### config.mk
export PLATFORM = sky130hd
export DESIGN_NAME = accel_motion_classifier_unit_flat
export DESIGN_NICKNAME = d
export VERILOG_FILES = /design/src/rtl/core/amc_pkg.sv /design/src/rtl/core/amc_stream_if.sv /design/src/rtl/core/amc_datapath.sv /design/src/rtl/core/amc_controller.sv /design/src/rtl/core/accel_motion_classifier_unit.sv /design/src/flat_wrapper.sv
export SDC_FILE = /design/constraint.sdc
export NUM_CORES = 2
export LEC_CHECK = 0
export BUFFER_PORTS_ARGS = -buffer_cell sky130_fd_sc_hd__clkbuf_2
export CORE_MARGIN = 1
export CORE_UTILIZATION = 54
export DETAILED_ROUTE_END_ITERATION = 6
export GPL_TIMING_DRIVEN = 0
export PLACE_DENSITY = 0.84
export SETUP_SLACK_MARGIN = 0.3
export SYNTH_ARGS = -nofsm -noshare
export SYNTH_HDL_FRONTEND = slang
export SYNTH_HIERARCHICAL = 1
export SYNTH_SLANG_ARGS = --single-unit
### constraint.sdc
create_clock -name clk -period 9.2 [get_ports clk]
set_input_delay 0.46 -clock clk [delete_from_list [all_inputs] [get_ports clk]]
set_output_delay 0.46 -clock clk [all_outputs]
set_load 0.01 [all_outputs]
### src/rtl/core/amc_pkg.sv
package amc_pkg;

  localparam int SampleWidth = 14;
  localparam int AccWidth    = 24;
  localparam int SqWidth     = 2 * AccWidth + 2;
  localparam int RootSteps   = SqWidth / 2;

  localparam logic [2:0] ModeFreeFall = 3'd0;
  localparam logic [2:0] ModeTilt     = 3'd1;
  localparam logic [2:0] ModeStep     = 3'd2;
  localparam logic [2:0] ModeVel3d    = 3'd3;
  localparam logic [2:0] ModeVel2d    = 3'd4;

  localparam logic [2:0] RegMode      = 3'd0;
  localparam logic [2:0] RegRange     = 3'd1;
  localparam logic [2:0] RegStepThr   = 3'd2;
  localparam logic [2:0] RegFfLimit   = 3'd3;
  localparam logic [2:0] RegMotionThr = 3'd4;
  localparam logic [2:0] RegHoldoff   = 3'd5;

  typedef struct packed {
    logic [2:0]  mode;
    logic [1:0]  range_select;
    logic [9:0]  step_threshold;
    logic [10:0] freefall_limit;
    logic [9:0]  motion_threshold;
    logic [7:0]  step_holdoff;
  } cfg_t;

  typedef struct packed {
    logic load;    // capture sample, scale it
    logic update;  // classify and update state
    logic sq_step; // one square-sum term
    logic root_start;
    logic root_step;
  } cmd_t;

  typedef struct packed {
    logic root_last;
  } root_flags_t;

  typedef struct packed {
    logic [9:0]  tilt_x;
    logic [9:0]  tilt_y;
    logic [10:0] tilt_z;
    logic        free_fall;
    logic        step_event;
    logic [15:0] step_count;
    logic [AccWidth-1:0] vel_x;
    logic [AccWidth-1:0] vel_y;
    logic [AccWidth-1:0] vel_z;
    logic [AccWidth-1:0] speed_magnitude;
  } result_t;

endpackage

### src/rtl/core/amc_stream_if.sv
interface amc_in_if;
  import amc_pkg::*;
  logic valid;
  logic ready;
  logic signed [SampleWidth-1:0] accel_x;
  logic signed [SampleWidth-1:0] accel_y;
  logic signed [SampleWidth-1:0] accel_z;
  modport source (output valid, accel_x, accel_y, accel_z, input ready);
  modport sink (input valid, accel_x, accel_y, accel_z, output ready);
endinterface

interface amc_out_if;
  import amc_pkg::*;
  logic valid;
  logic ready;
  logic [9:0]  tilt_x;
  logic [9:0]  tilt_y;
  logic signed [10:0] tilt_z;
  logic        free_fall;
  logic        step_event;
  logic [15:0] step_count;
  logic signed [AccWidth-1:0] vel_x;
  logic signed [AccWidth-1:0] vel_y;
  logic signed [AccWidth-1:0] vel_z;
  logic [AccWidth-1:0] speed_magnitude;
  modport source (output valid, tilt_x, tilt_y, tilt_z, free_fall, step_event, step_count,
                  vel_x, vel_y, vel_z, speed_magnitude, input ready);
  modport sink (input valid, tilt_x, tilt_y, tilt_z, free_fall, step_event, step_count,
                vel_x, vel_y, vel_z, speed_magnitude, output ready);
endinterface

### src/rtl/core/amc_datapath.sv
module amc_datapath (
  input  logic                           clk,
  input  logic                           rst,
  input  amc_pkg::cfg_t                  cfg,
  input  amc_pkg::cmd_t                  cmd,
  input  logic [1:0]                     sq_sel,
  input  logic signed [amc_pkg::SampleWidth-1:0] accel_x,
  input  logic signed [amc_pkg::SampleWidth-1:0] accel_y,
  input  logic signed [amc_pkg::SampleWidth-1:0] accel_z,
  output amc_pkg::result_t               result
);
  import amc_pkg::*;

  localparam int ProdW = SampleWidth + 11;
  localparam int Sh    = SampleWidth - 1;
  localparam int RootW = $clog2(RootSteps + 1);

  logic [6:0] gain;
  logic signed [ProdW-1:0] px, py, pz;
  logic signed [10:0] sx, sy, sz;
  logic signed [10:0] x, y, z;
  logic [9:0] ax, ay, az;

  logic [15:0] step_counter;
  logic [7:0]  holdoff_counter;
  logic signed [AccWidth-1:0] velocity_x, velocity_y, velocity_z;
  logic free_fall, step_event;

  logic [SqWidth-1:0] sq_acc;
  logic [SqWidth-1:0] rem;
  logic [AccWidth:0]  root;
  logic [RootW-1:0]   root_cnt;

  // gain = log2(g) - 1; product is v*90*g; arithmetic shift floors toward minus infinity
  always_comb begin
    case (cfg.range_select)
      2'd0:    gain = 7'd0;
      2'd1:    gain = 7'd1;
      default: gain = 7'd2;
    endcase
    px = ProdW'(accel_x) * ProdW'(signed'(8'd90));
    py = ProdW'(accel_y) * ProdW'(signed'(8'd90));
    pz = ProdW'(accel_z) * ProdW'(signed'(8'd90));
    sx = 11'(((px <<< gain) <<< 1) >>> Sh);
    sy = 11'(((py <<< gain) <<< 1) >>> Sh);
    sz = 11'(((pz <<< gain) <<< 1) >>> Sh);
  end

  always_ff @(posedge clk) begin
    if (cmd.load) begin
      x <= sx;
      y <= sy;
      z <= sz;
    end
  end

  assign ax = 10'(x[10] ? -x : x);
  assign ay = 10'(y[10] ? -y : y);
  assign az = 10'(z[10] ? -z : z);

  function automatic logic signed [AccWidth-1:0] sat_add(
    input logic signed [AccWidth-1:0] a, input logic signed [11:0] b);
    logic signed [AccWidth:0] s;
    s = (AccWidth+1)'(a) + (AccWidth+1)'(b);
    if (s[AccWidth] != s[AccWidth-1])
      return s[AccWidth] ? {1'b1, {(AccWidth-1){1'b0}}} : {1'b0, {(AccWidth-1){1'b1}}};
    return s[AccWidth-1:0];
  endfunction

  logic [20:0] sum_sq;
  logic [19:0] thr_sq;
  logic step_hit, moving, vel_mode;
  logic [11:0] abs_sum;
  always_comb begin
    sum_sq = 21'(ax * ax) + 21'(ay * ay) + 21'(az * az);
    thr_sq = cfg.step_threshold * cfg.step_threshold;
    step_hit = (holdoff_counter == 8'd0) && (cfg.mode == ModeStep) &&
               (sum_sq > 21'(thr_sq));
    abs_sum = 12'(ax) + 12'(ay) + 12'(az);
    vel_mode = (cfg.mode == ModeVel3d) || (cfg.mode == ModeVel2d);
    moving = (ax > cfg.motion_threshold) || (ay > cfg.motion_threshold);
  end

  always_ff @(posedge clk) begin
    if (rst) begin
      step_counter <= '0;
      holdoff_counter <= '0;
      velocity_x <= '0;
      velocity_y <= '0;
      velocity_z <= '0;
    end else if (cmd.update) begin
      if (holdoff_counter != 8'd0) holdoff_counter <= holdoff_counter - 8'd1;
      else if (step_hit) holdoff_counter <= cfg.step_holdoff;
      if (step_hit && step_counter != 16'hFFFF) step_counter <= step_counter + 16'd1;
      if (vel_mode && moving) begin
        velocity_x <= sat_add(velocity_x, 12'(x));
        velocity_y <= sat_add(velocity_y, 12'(y));
        if (cfg.mode == ModeVel3d) velocity_z <= sat_add(velocity_z, 12'(z) - 12'sd90);
      end
    end
  end

  always_ff @(posedge clk) begin
    if (cmd.update) begin
      free_fall  <= (cfg.mode == ModeFreeFall) && (abs_sum < 12'(cfg.freefall_limit));
      step_event <= step_hit;
    end
  end

  // square sum: one squared term per cycle
  logic signed [AccWidth-1:0] sq_in;
  logic [AccWidth-1:0] sq_abs;
  always_comb begin
    case (sq_sel)
      2'd0:    sq_in = velocity_x;
      2'd1:    sq_in = velocity_y;
      default: sq_in = velocity_z;
    endcase
    sq_abs = sq_in[AccWidth-1] ? AccWidth'(-sq_in) : AccWidth'(sq_in);
    if (sq_in == {1'b1, {(AccWidth-1){1'b0}}}) sq_abs = {1'b1, {(AccWidth-1){1'b0}}};
  end

  always_ff @(posedge clk) begin
    if (cmd.update) sq_acc <= '0;
    else if (cmd.sq_step) sq_acc <= sq_acc + SqWidth'(sq_abs * sq_abs);
  end

  // restoring square root, one result bit per cycle; trial term is (4r+1) << 2k
  logic [SqWidth-1:0] trial;
  logic [AccWidth+2:0] root_try;
  always_comb begin
    root_try = {root, 2'b01};
    trial = SqWidth'(root_try) << (2 * root_cnt);
  end

  always_ff @(posedge clk) begin
    if (cmd.root_start) begin
      rem <= sq_acc;
      root <= '0;
      root_cnt <= RootW'(RootSteps - 1);
    end else if (cmd.root_step) begin
      if (rem >= trial) begin
        rem  <= rem - trial;
        root <= {root[AccWidth-1:0], 1'b1};
      end else begin
        root <= {root[AccWidth-1:0], 1'b0};
      end
      root_cnt <= root_cnt - RootW'(1);
    end
  end

  assign result.tilt_x = ax;
  assign result.tilt_y = ay;
  assign result.tilt_z = z;
  assign result.free_fall = free_fall;
  assign result.step_event = step_event;
  assign result.step_count = step_counter;
  assign result.vel_x = velocity_x;
  assign result.vel_y = velocity_y;
  assign result.vel_z = velocity_z;
  assign result.speed_magnitude = vel_mode ? root[AccWidth-1:0] : '0;
endmodule

### src/rtl/core/amc_controller.sv
module amc_controller (
  input  logic                 clk,
  input  logic                 rst,
  input  logic [2:0]           mode,
  input  logic                 in_fire,
  input  logic                 out_busy,
  input  logic                 out_fire,
  output logic                 in_ready,
  output logic                 out_valid,
  output logic [1:0]           sq_sel,
  output amc_pkg::cmd_t        cmd
);
  import amc_pkg::*;

  typedef enum logic [5:0] {
    StIdle   = 6'b000001,
    StUpdate = 6'b000010,
    StSquare = 6'b000100,
    StRoot   = 6'b001000,
    StOut    = 6'b010000,
    StHold   = 6'b100000
  } state_t;

  localparam int CntW = $clog2(RootSteps + 1);

  state_t state, state_next;
  logic [CntW-1:0] cnt;

  always_comb begin
    state_next = state;
    cmd = '0;
    cmd.load = in_fire;
    case (state)
      StIdle:   if (in_fire) state_next = StUpdate;
      StUpdate: begin
        cmd.update = 1'b1;
        state_next = StSquare;
      end
      StSquare: begin
        cmd.sq_step = 1'b1;
        if (cnt == CntW'(2) || (cnt == CntW'(1) && mode != ModeVel3d)) begin
          state_next = StRoot;
        end
      end
      StRoot: begin
        if (cnt == '0) cmd.root_start = 1'b1;
        else cmd.root_step = 1'b1;
        if (cnt == CntW'(RootSteps)) state_next = StOut;
      end
      StOut:    if (!out_busy) state_next = StHold;
      StHold:   if (out_fire) state_next = StIdle;
      default:  state_next = StIdle;
    endcase
  end

  always_ff @(posedge clk) begin
    if (rst) begin
      state <= StIdle;
      cnt <= '0;
    end else begin
      state <= state_next;
      if (state != state_next) cnt <= '0;
      else cnt <= cnt + CntW'(1);
    end
  end

  assign sq_sel = cnt[1:0];
  assign in_ready = (state == StIdle);
  assign out_valid = (state == StHold);
endmodule

### src/rtl/core/accel_motion_classifier_unit.sv
// Accelerometer motion classifier. One sample in, one result out, one
// sample at a time. After the input transfer the block runs an update
// step, a square-sum of the x and y velocity accumulators (z as well in
// the 3D velocity mode), a root load step plus 25 bit-serial square root
// steps, and an output step. The result then waits in place until its
// transfer completes, and only then is the next sample taken. Scaling,
// free fall, step detection with holdoff and saturating velocity sums follow
// the selected mode; the square root runs in every mode but is shown only in
// the velocity modes. Registers sit on an APB port at byte addresses 4*i
// (mode, range_select, step_threshold, freefall_limit, motion_threshold,
// step_holdoff); the user must write them only while idle, which the block
// does not enforce; pready is tied high.
module accel_motion_classifier_unit (
  input  logic        clk,
  input  logic        rst,
  input  logic        psel,
  input  logic        penable,
  input  logic        pwrite,
  input  logic [4:0]  paddr,
  input  logic [31:0] pwdata,
  output logic [31:0] prdata,
  output logic        pready,
  amc_in_if.sink      in_ch,
  amc_out_if.source   out_ch
);
  import amc_pkg::*;

  cfg_t    cfg;
  cmd_t    cmd;
  result_t result;
  logic [1:0] sq_sel;
  logic [2:0] reg_idx;

  assign pready = 1'b1;
  assign reg_idx = paddr[4:2];

  // register file
  always_ff @(posedge clk) begin
    if (rst) begin
      cfg.mode <= ModeTilt;
      cfg.range_select <= 2'd0;
      cfg.step_threshold <= 10'd120;
      cfg.freefall_limit <= 11'd10;
      cfg.motion_threshold <= 10'd5;
      cfg.step_holdoff <= 8'd0;
    end else if (psel && penable && pwrite && paddr[1:0] == 2'b00) begin
      case (reg_idx)
        RegMode:      cfg.mode <= pwdata[2:0];
        RegRange:     cfg.range_select <= pwdata[1:0];
        RegStepThr:   cfg.step_threshold <= pwdata[9:0];
        RegFfLimit:   cfg.freefall_limit <= pwdata[10:0];
        RegMotionThr: cfg.motion_threshold <= pwdata[9:0];
        RegHoldoff:   cfg.step_holdoff <= pwdata[7:0];
        default: ;
      endcase
    end
  end

  always_comb begin
    case (reg_idx)
      RegMode:      prdata = 32'(cfg.mode);
      RegRange:     prdata = 32'(cfg.range_select);
      RegStepThr:   prdata = 32'(cfg.step_threshold);
      RegFfLimit:   prdata = 32'(cfg.freefall_limit);
      RegMotionThr: prdata = 32'(cfg.motion_threshold);
      RegHoldoff:   prdata = 32'(cfg.step_holdoff);
      default:      prdata = '0;
    endcase
  end

  amc_controller u_ctrl (
    .clk, .rst,
    .mode(cfg.mode),
    .in_fire(in_ch.valid && in_ch.ready),
    .out_busy(1'b0),
    .out_fire(out_ch.valid && out_ch.ready),
    .in_ready(in_ch.ready),
    .out_valid(out_ch.valid),
    .sq_sel,
    .cmd
  );

  amc_datapath u_dp (
    .clk, .rst, .cfg, .cmd, .sq_sel,
    .accel_x(in_ch.accel_x),
    .accel_y(in_ch.accel_y),
    .accel_z(in_ch.accel_z),
    .result
  );

  assign out_ch.tilt_x = result.tilt_x;
  assign out_ch.tilt_y = result.tilt_y;
  assign out_ch.tilt_z = result.tilt_z;
  assign out_ch.free_fall = result.free_fall;
  assign out_ch.step_event = result.step_event;
  assign out_ch.step_count = result.step_count;
  assign out_ch.vel_x = result.vel_x;
  assign out_ch.vel_y = result.vel_y;
  assign out_ch.vel_z = result.vel_z;
  assign out_ch.speed_magnitude = result.speed_magnitude;
endmodule

### src/flat_wrapper.sv
// flat-port wrapper written by rule: the top's interface ports become plain ports
module accel_motion_classifier_unit_flat import amc_pkg::*;
  (clk, rst, psel, penable, pwrite, paddr, pwdata, prdata, pready, in_ch_valid, in_ch_accel_x, in_ch_accel_y, in_ch_accel_z, in_ch_ready, out_ch_valid, out_ch_tilt_x, out_ch_tilt_y, out_ch_tilt_z, out_ch_free_fall, out_ch_step_event, out_ch_step_count, out_ch_vel_x, out_ch_vel_y, out_ch_vel_z, out_ch_speed_magnitude, out_ch_ready);
  amc_in_if in_ch_i ();
  amc_out_if out_ch_i ();
  input  logic clk;
  input  logic rst;
  input  logic psel;
  input  logic penable;
  input  logic pwrite;
  input  logic [4:0] paddr;
  input  logic [31:0] pwdata;
  output logic [31:0] prdata;
  output logic pready;
  input wire logic [$bits(in_ch_i.valid)-1:0] in_ch_valid;
  input wire logic [$bits(in_ch_i.accel_x)-1:0] in_ch_accel_x;
  input wire logic [$bits(in_ch_i.accel_y)-1:0] in_ch_accel_y;
  input wire logic [$bits(in_ch_i.accel_z)-1:0] in_ch_accel_z;
  output wire logic [$bits(in_ch_i.ready)-1:0] in_ch_ready;
  output wire logic [$bits(out_ch_i.valid)-1:0] out_ch_valid;
  output wire logic [$bits(out_ch_i.tilt_x)-1:0] out_ch_tilt_x;
  output wire logic [$bits(out_ch_i.tilt_y)-1:0] out_ch_tilt_y;
  output wire logic [$bits(out_ch_i.tilt_z)-1:0] out_ch_tilt_z;
  output wire logic [$bits(out_ch_i.free_fall)-1:0] out_ch_free_fall;
  output wire logic [$bits(out_ch_i.step_event)-1:0] out_ch_step_event;
  output wire logic [$bits(out_ch_i.step_count)-1:0] out_ch_step_count;
  output wire logic [$bits(out_ch_i.vel_x)-1:0] out_ch_vel_x;
  output wire logic [$bits(out_ch_i.vel_y)-1:0] out_ch_vel_y;
  output wire logic [$bits(out_ch_i.vel_z)-1:0] out_ch_vel_z;
  output wire logic [$bits(out_ch_i.speed_magnitude)-1:0] out_ch_speed_magnitude;
  input wire logic [$bits(out_ch_i.ready)-1:0] out_ch_ready;
  assign in_ch_i.valid = in_ch_valid;
  assign in_ch_i.accel_x = in_ch_accel_x;
  assign in_ch_i.accel_y = in_ch_accel_y;
  assign in_ch_i.accel_z = in_ch_accel_z;
  assign in_ch_ready = in_ch_i.ready;
  assign out_ch_valid = out_ch_i.valid;
  assign out_ch_tilt_x = out_ch_i.tilt_x;
  assign out_ch_tilt_y = out_ch_i.tilt_y;
  assign out_ch_tilt_z = out_ch_i.tilt_z;
  assign out_ch_free_fall = out_ch_i.free_fall;
  assign out_ch_step_event = out_ch_i.step_event;
  assign out_ch_step_count = out_ch_i.step_count;
  assign out_ch_vel_x = out_ch_i.vel_x;
  assign out_ch_vel_y = out_ch_i.vel_y;
  assign out_ch_vel_z = out_ch_i.vel_z;
  assign out_ch_speed_magnitude = out_ch_i.speed_magnitude;
  assign out_ch_i.ready = out_ch_ready;
  accel_motion_classifier_unit u_core (.clk(clk), .rst(rst), .psel(psel), .penable(penable), .pwrite(pwrite), .paddr(paddr), .pwdata(pwdata), .prdata(prdata), .pready(pready), .in_ch(in_ch_i), .out_ch(out_ch_i));
endmodule
==> summary.md <==
| Metric | Value |
|---|---|
| Outcome | complete, but fails checks |
| Violated checks | negative setup slack |
| Primary flip-flop cell chosen by synthesis mapping | dfxtp_1 |
| Initial detailed-routing violation count | 4850 |
| Count of different cell masters after synthesis | 109 |
| Count of hold buffers inserted by post-cts repair | 0 |
| Global-route wire length before repair | 280000 µm |
| Largest net degree at the start of global routing | 34 |
| Initial Util | 0.545 |
| Worst setup EP type | flop |
| RSZ-0062 raised after global routing | yes |
| Standard cell with the maximum stage delay on the critical path | or4_4 |
| Data required time at the worst endpoint | 9.71 ns |
| Fraction of final layout cells with drive strength greater than 1 | 0.156 |
| Count of synthesis-stage warnings from yosys | 6 |
| Clock insertion delay at the later pin of the skew report | 0.61 ns |
| Endpoints failing setup | 31 |
| Post-route DRC violation count | 0 |
| Final net count | 8750 |
| # IOs | 266 |
| Vias in the first global route | 51.5k |
| Portion of the post-synthesis area used by sequential elements | 0.125 |
| CP Launch Type | flop |
| Wire length per cell | 21.1 µm |
| Vertical die dimension | 328 µm |
| Max Cap Violations | 0 |
| Iteration count of the initial detailed-routing pass | 7 |
| Netlist area before placement | 0.0573 mm² |
| M3 GR Usage | 0.0932 |
| Post-Synthesis Cells | 6610 |
| Final Routed Wirelength | 182000 µm |
| Number of vias in the routed layout | 49.8k |
| Initial antenna violation count | 7 |
| Final cycle utilization of the critical path | 1.10 |
| Port-buffer cells | 221 |
| Max-slew violation total from the final report | 0 |
| Crit path top cell by count | buf_4 |
| Class of the tightest hold or removal check | primary input to flop |
| Met2 Usage GRT | 0.543 |
| Clock Pin Slew Worst Setup and Hold Paths | 0.06 ns |
| Core area | 0.105 mm² |
| Endpoints failing hold | 0 |
| Routability cong. | 1.04 |
| Total global routing overflow | 0 |
| Post-layout minimum cycle time | 10.11 ns |
| CTS tree | built |
| Detail-routed via count per cell | 5.79 |
| Crit-path max FO | 5 |
| Sum Neg Setup Slack | -19.53 ns |
| Maximum level of the CTS H-tree | 2 |
| Synthesized area divided by synthesized cell count | 8.67 µm² |
| EDFF count, synth | 85 |
| X dimension of the die | 328 µm |
| Post-layout worst setup margin | -0.906 ns |
| FFs w/ async S/R, synth | 0 |
| Clock Skew | 0.0369 ns |
| Post-synthesis sequential element count | 316 |
| Met1 layer usage reported by global route | 0.398 |
| Arrival time reported for the critical path endpoint | 10.62 ns |
| Tot GR Track Use | 0.333 |
| CTS Root Cell | clkbuf_16 |
| Achievable frequency | 98.9 MHz |
| DP Wirelength | 139000 µm |
| Max stage delay on crit path | 0.63 ns |
| Detail Route Antenna Nets | 0 |
| Filler instances | 7958 |
| Transition at the pin with the smallest max-transition slack | 1.21 ns |
| CTS Buffer Depth | 3 |
| Most heavily used metal layer in global routing | met2 |
| Worst max-slew margin expressed relative to the limit | 0.185 |
| Total clock buffers created by CTS | 39 |
| Worst-case setup slack after placement | -2.45 ns |
| FP Rows | 119 |
| Clock sink count | 316 |
| Start-to-end type of the worst setup path | flop to flop |
| Full die area | 0.107 mm² |
| Layout Area Growth over Synthesis | 16.5% |
-- kinds of logic (layout without fill, tap and decap cells) --
family / Yosys count / count (layout) / synth area share
compound gates: 1058 / 1058 / 0.116
buf+inv: 1571 / 2127 / 0.106
xor+xnor: 309 / 309 / 0.0473
simple gates: 1612 / 1612 / 0.130
fa+ha+maj: 1533 / 1533 / 0.439
flops: 316 / 316 / 0.125
mux: 207 / 207 / 0.0368
other cells: 4 / 45 / 0.000262
-- critical path: cells and delay by family (launching register included) --
family	cells	cell delay, ns
compound gates	11	2.01
xor+xnor	2	0.43
fa+ha+maj	8	3.70
buf+inv	14	1.69
flops	1	0.40
simple gates	9	1.76
-- layer usage --
| metal | vias to the layer above | share of wire |
|---|---|---|
| met5 | - | 0.00030 |
| met4 | 8 | 0.067 |
| met3 | 761 | 0.10 |
| met2 | 2654 | 0.46 |
| met1 | 24048 | 0.37 |
| li1 | 22298 | - |
-- cell usage after synthesis (all sizes together) (54+ instances only) --
| cell type | count | share of area |
|---|---|---|
| a211oi | 71 | 0.0093 |
| nand2 | 479 | 0.031 |
| and2 | 54 | 0.0059 |
| mux2i | 180 | 0.031 |
| inv | 1324 | 0.087 |
| dfxtp | 231 | 0.081 |
| nand3 | 67 | 0.0059 |
| buf | 70 | 0.0077 |
| ha | 681 | 0.15 |
| a21o | 119 | 0.016 |
| nor2b | 82 | 0.0089 |
| xor2 | 100 | 0.015 |
| o21ai | 296 | 0.026 |
| nor2 | 598 | 0.039 |
| clkbuf | 156 | 0.010 |
| xnor2 | 209 | 0.032 |
| fa | 809 | 0.28 |
| a21oi | 284 | 0.025 |
| edfxtp | 85 | 0.045 |
| nand2b | 112 | 0.012 |
-- path summary, 6_finish.rpt --
check / startpoint / slack (ns) / cells past startpoint / to
max: u_core/u_dp/x[3] / -0.91 / 44 / u_core/u_dp/step_counter[11]
min: pwdata[10] / 0.13 / 3 / u_core/cfg[28]
max reg2reg: u_core/u_dp/x[3] / -0.91 / 44 / u_core/u_dp/step_counter[11]
min reg2reg: u_core/cfg[11] / 0.50 / 2 / u_core/cfg[11]
-- sequential cells by signal, summed over array words and instances, names as in the netlist, 5 cells and up --
| signal | cells |
|---|---|
| u_core/u_dp/velocity_y | 24 |
| u_core/u_dp/z | 11 |
| u_core/u_dp/rem | 50 |
| u_core/u_dp/root_cnt | 5 |
| u_core/u_dp/velocity_z | 24 |
| u_core/u_dp/root | 25 |
| u_core/u_dp/step_counter | 16 |
| u_core/u_ctrl/state | 6 |
| u_core/u_dp/y | 11 |
| u_core/u_dp/velocity_x | 24 |
| u_core/u_dp/x | 11 |
| u_core/u_ctrl/cnt | 5 |
| u_core/cfg | 44 |
| u_core/u_dp/holdoff_counter | 8 |
| u_core/u_dp/sq_acc | 50 |
-- layout by cell type, fill, tap and decap left out, drive strengths merged, types with 12 or more instances in the layout --
cell type and n:
nor3 52, o211ai 18, mux2 27, nor2b 82
xor2 100, o21bai 36, edfxtp 85, nand3 67
clkbuf 427, or2 14, a22oi 16, mux2i 180
o31ai 16, a31o 12, fa 809, o21ai 296
buf 334, a21o 119, dfxtp 231, ha 681
o21a 42, nand2 479, o22ai 21, conb 43
and2 54, and3 32, maj3 43, a21oi 284
clkinv 29, nand2b 112, a31oi 21, or3 32
nand4 33, nor2 598, inv 1324, a211oi 71
xnor2 209
-- stage by stage --
stage,util,hold WS (ns),instance area [µm²],instances
after floorplan,-,0.454,57900,6649
after global placement,0.577,0.474,60800,8261
after detailed placement,0.578,0.482,60800,8262
after CTS,0.626,0.117,65900,8554
after global routing,0.635,0.150,66800,8596
final,0.635,0.132,66800,8598
-- repair_timing --
action | CTS | global route
buffers inserted | 219 | 42
gates resized for setup | 513 | 133
endpoints found under the setup margin | 63 | 53
pin swaps | 177 | 114
cloned | 2 | 0
-- final cells by class --
cell class              instances  area (µm²)  area share
plain buffers                 225        1470      0.0220
repair buffers                485        3320      0.0497
multi-input cells            4762       46600       0.698
clock buffers                  52        1030      0.0155
clock inverters                20         243     0.00363
well taps                    1391        1740      0.0261
inverters                    1345        5190      0.0778
diodes                          2        5.00   0.0000749
flip-flops and latches        316        7180       0.108
Power is not shown: default switching activity piles up to over one toggle a cycle in this logic, so the estimate is an artifact.
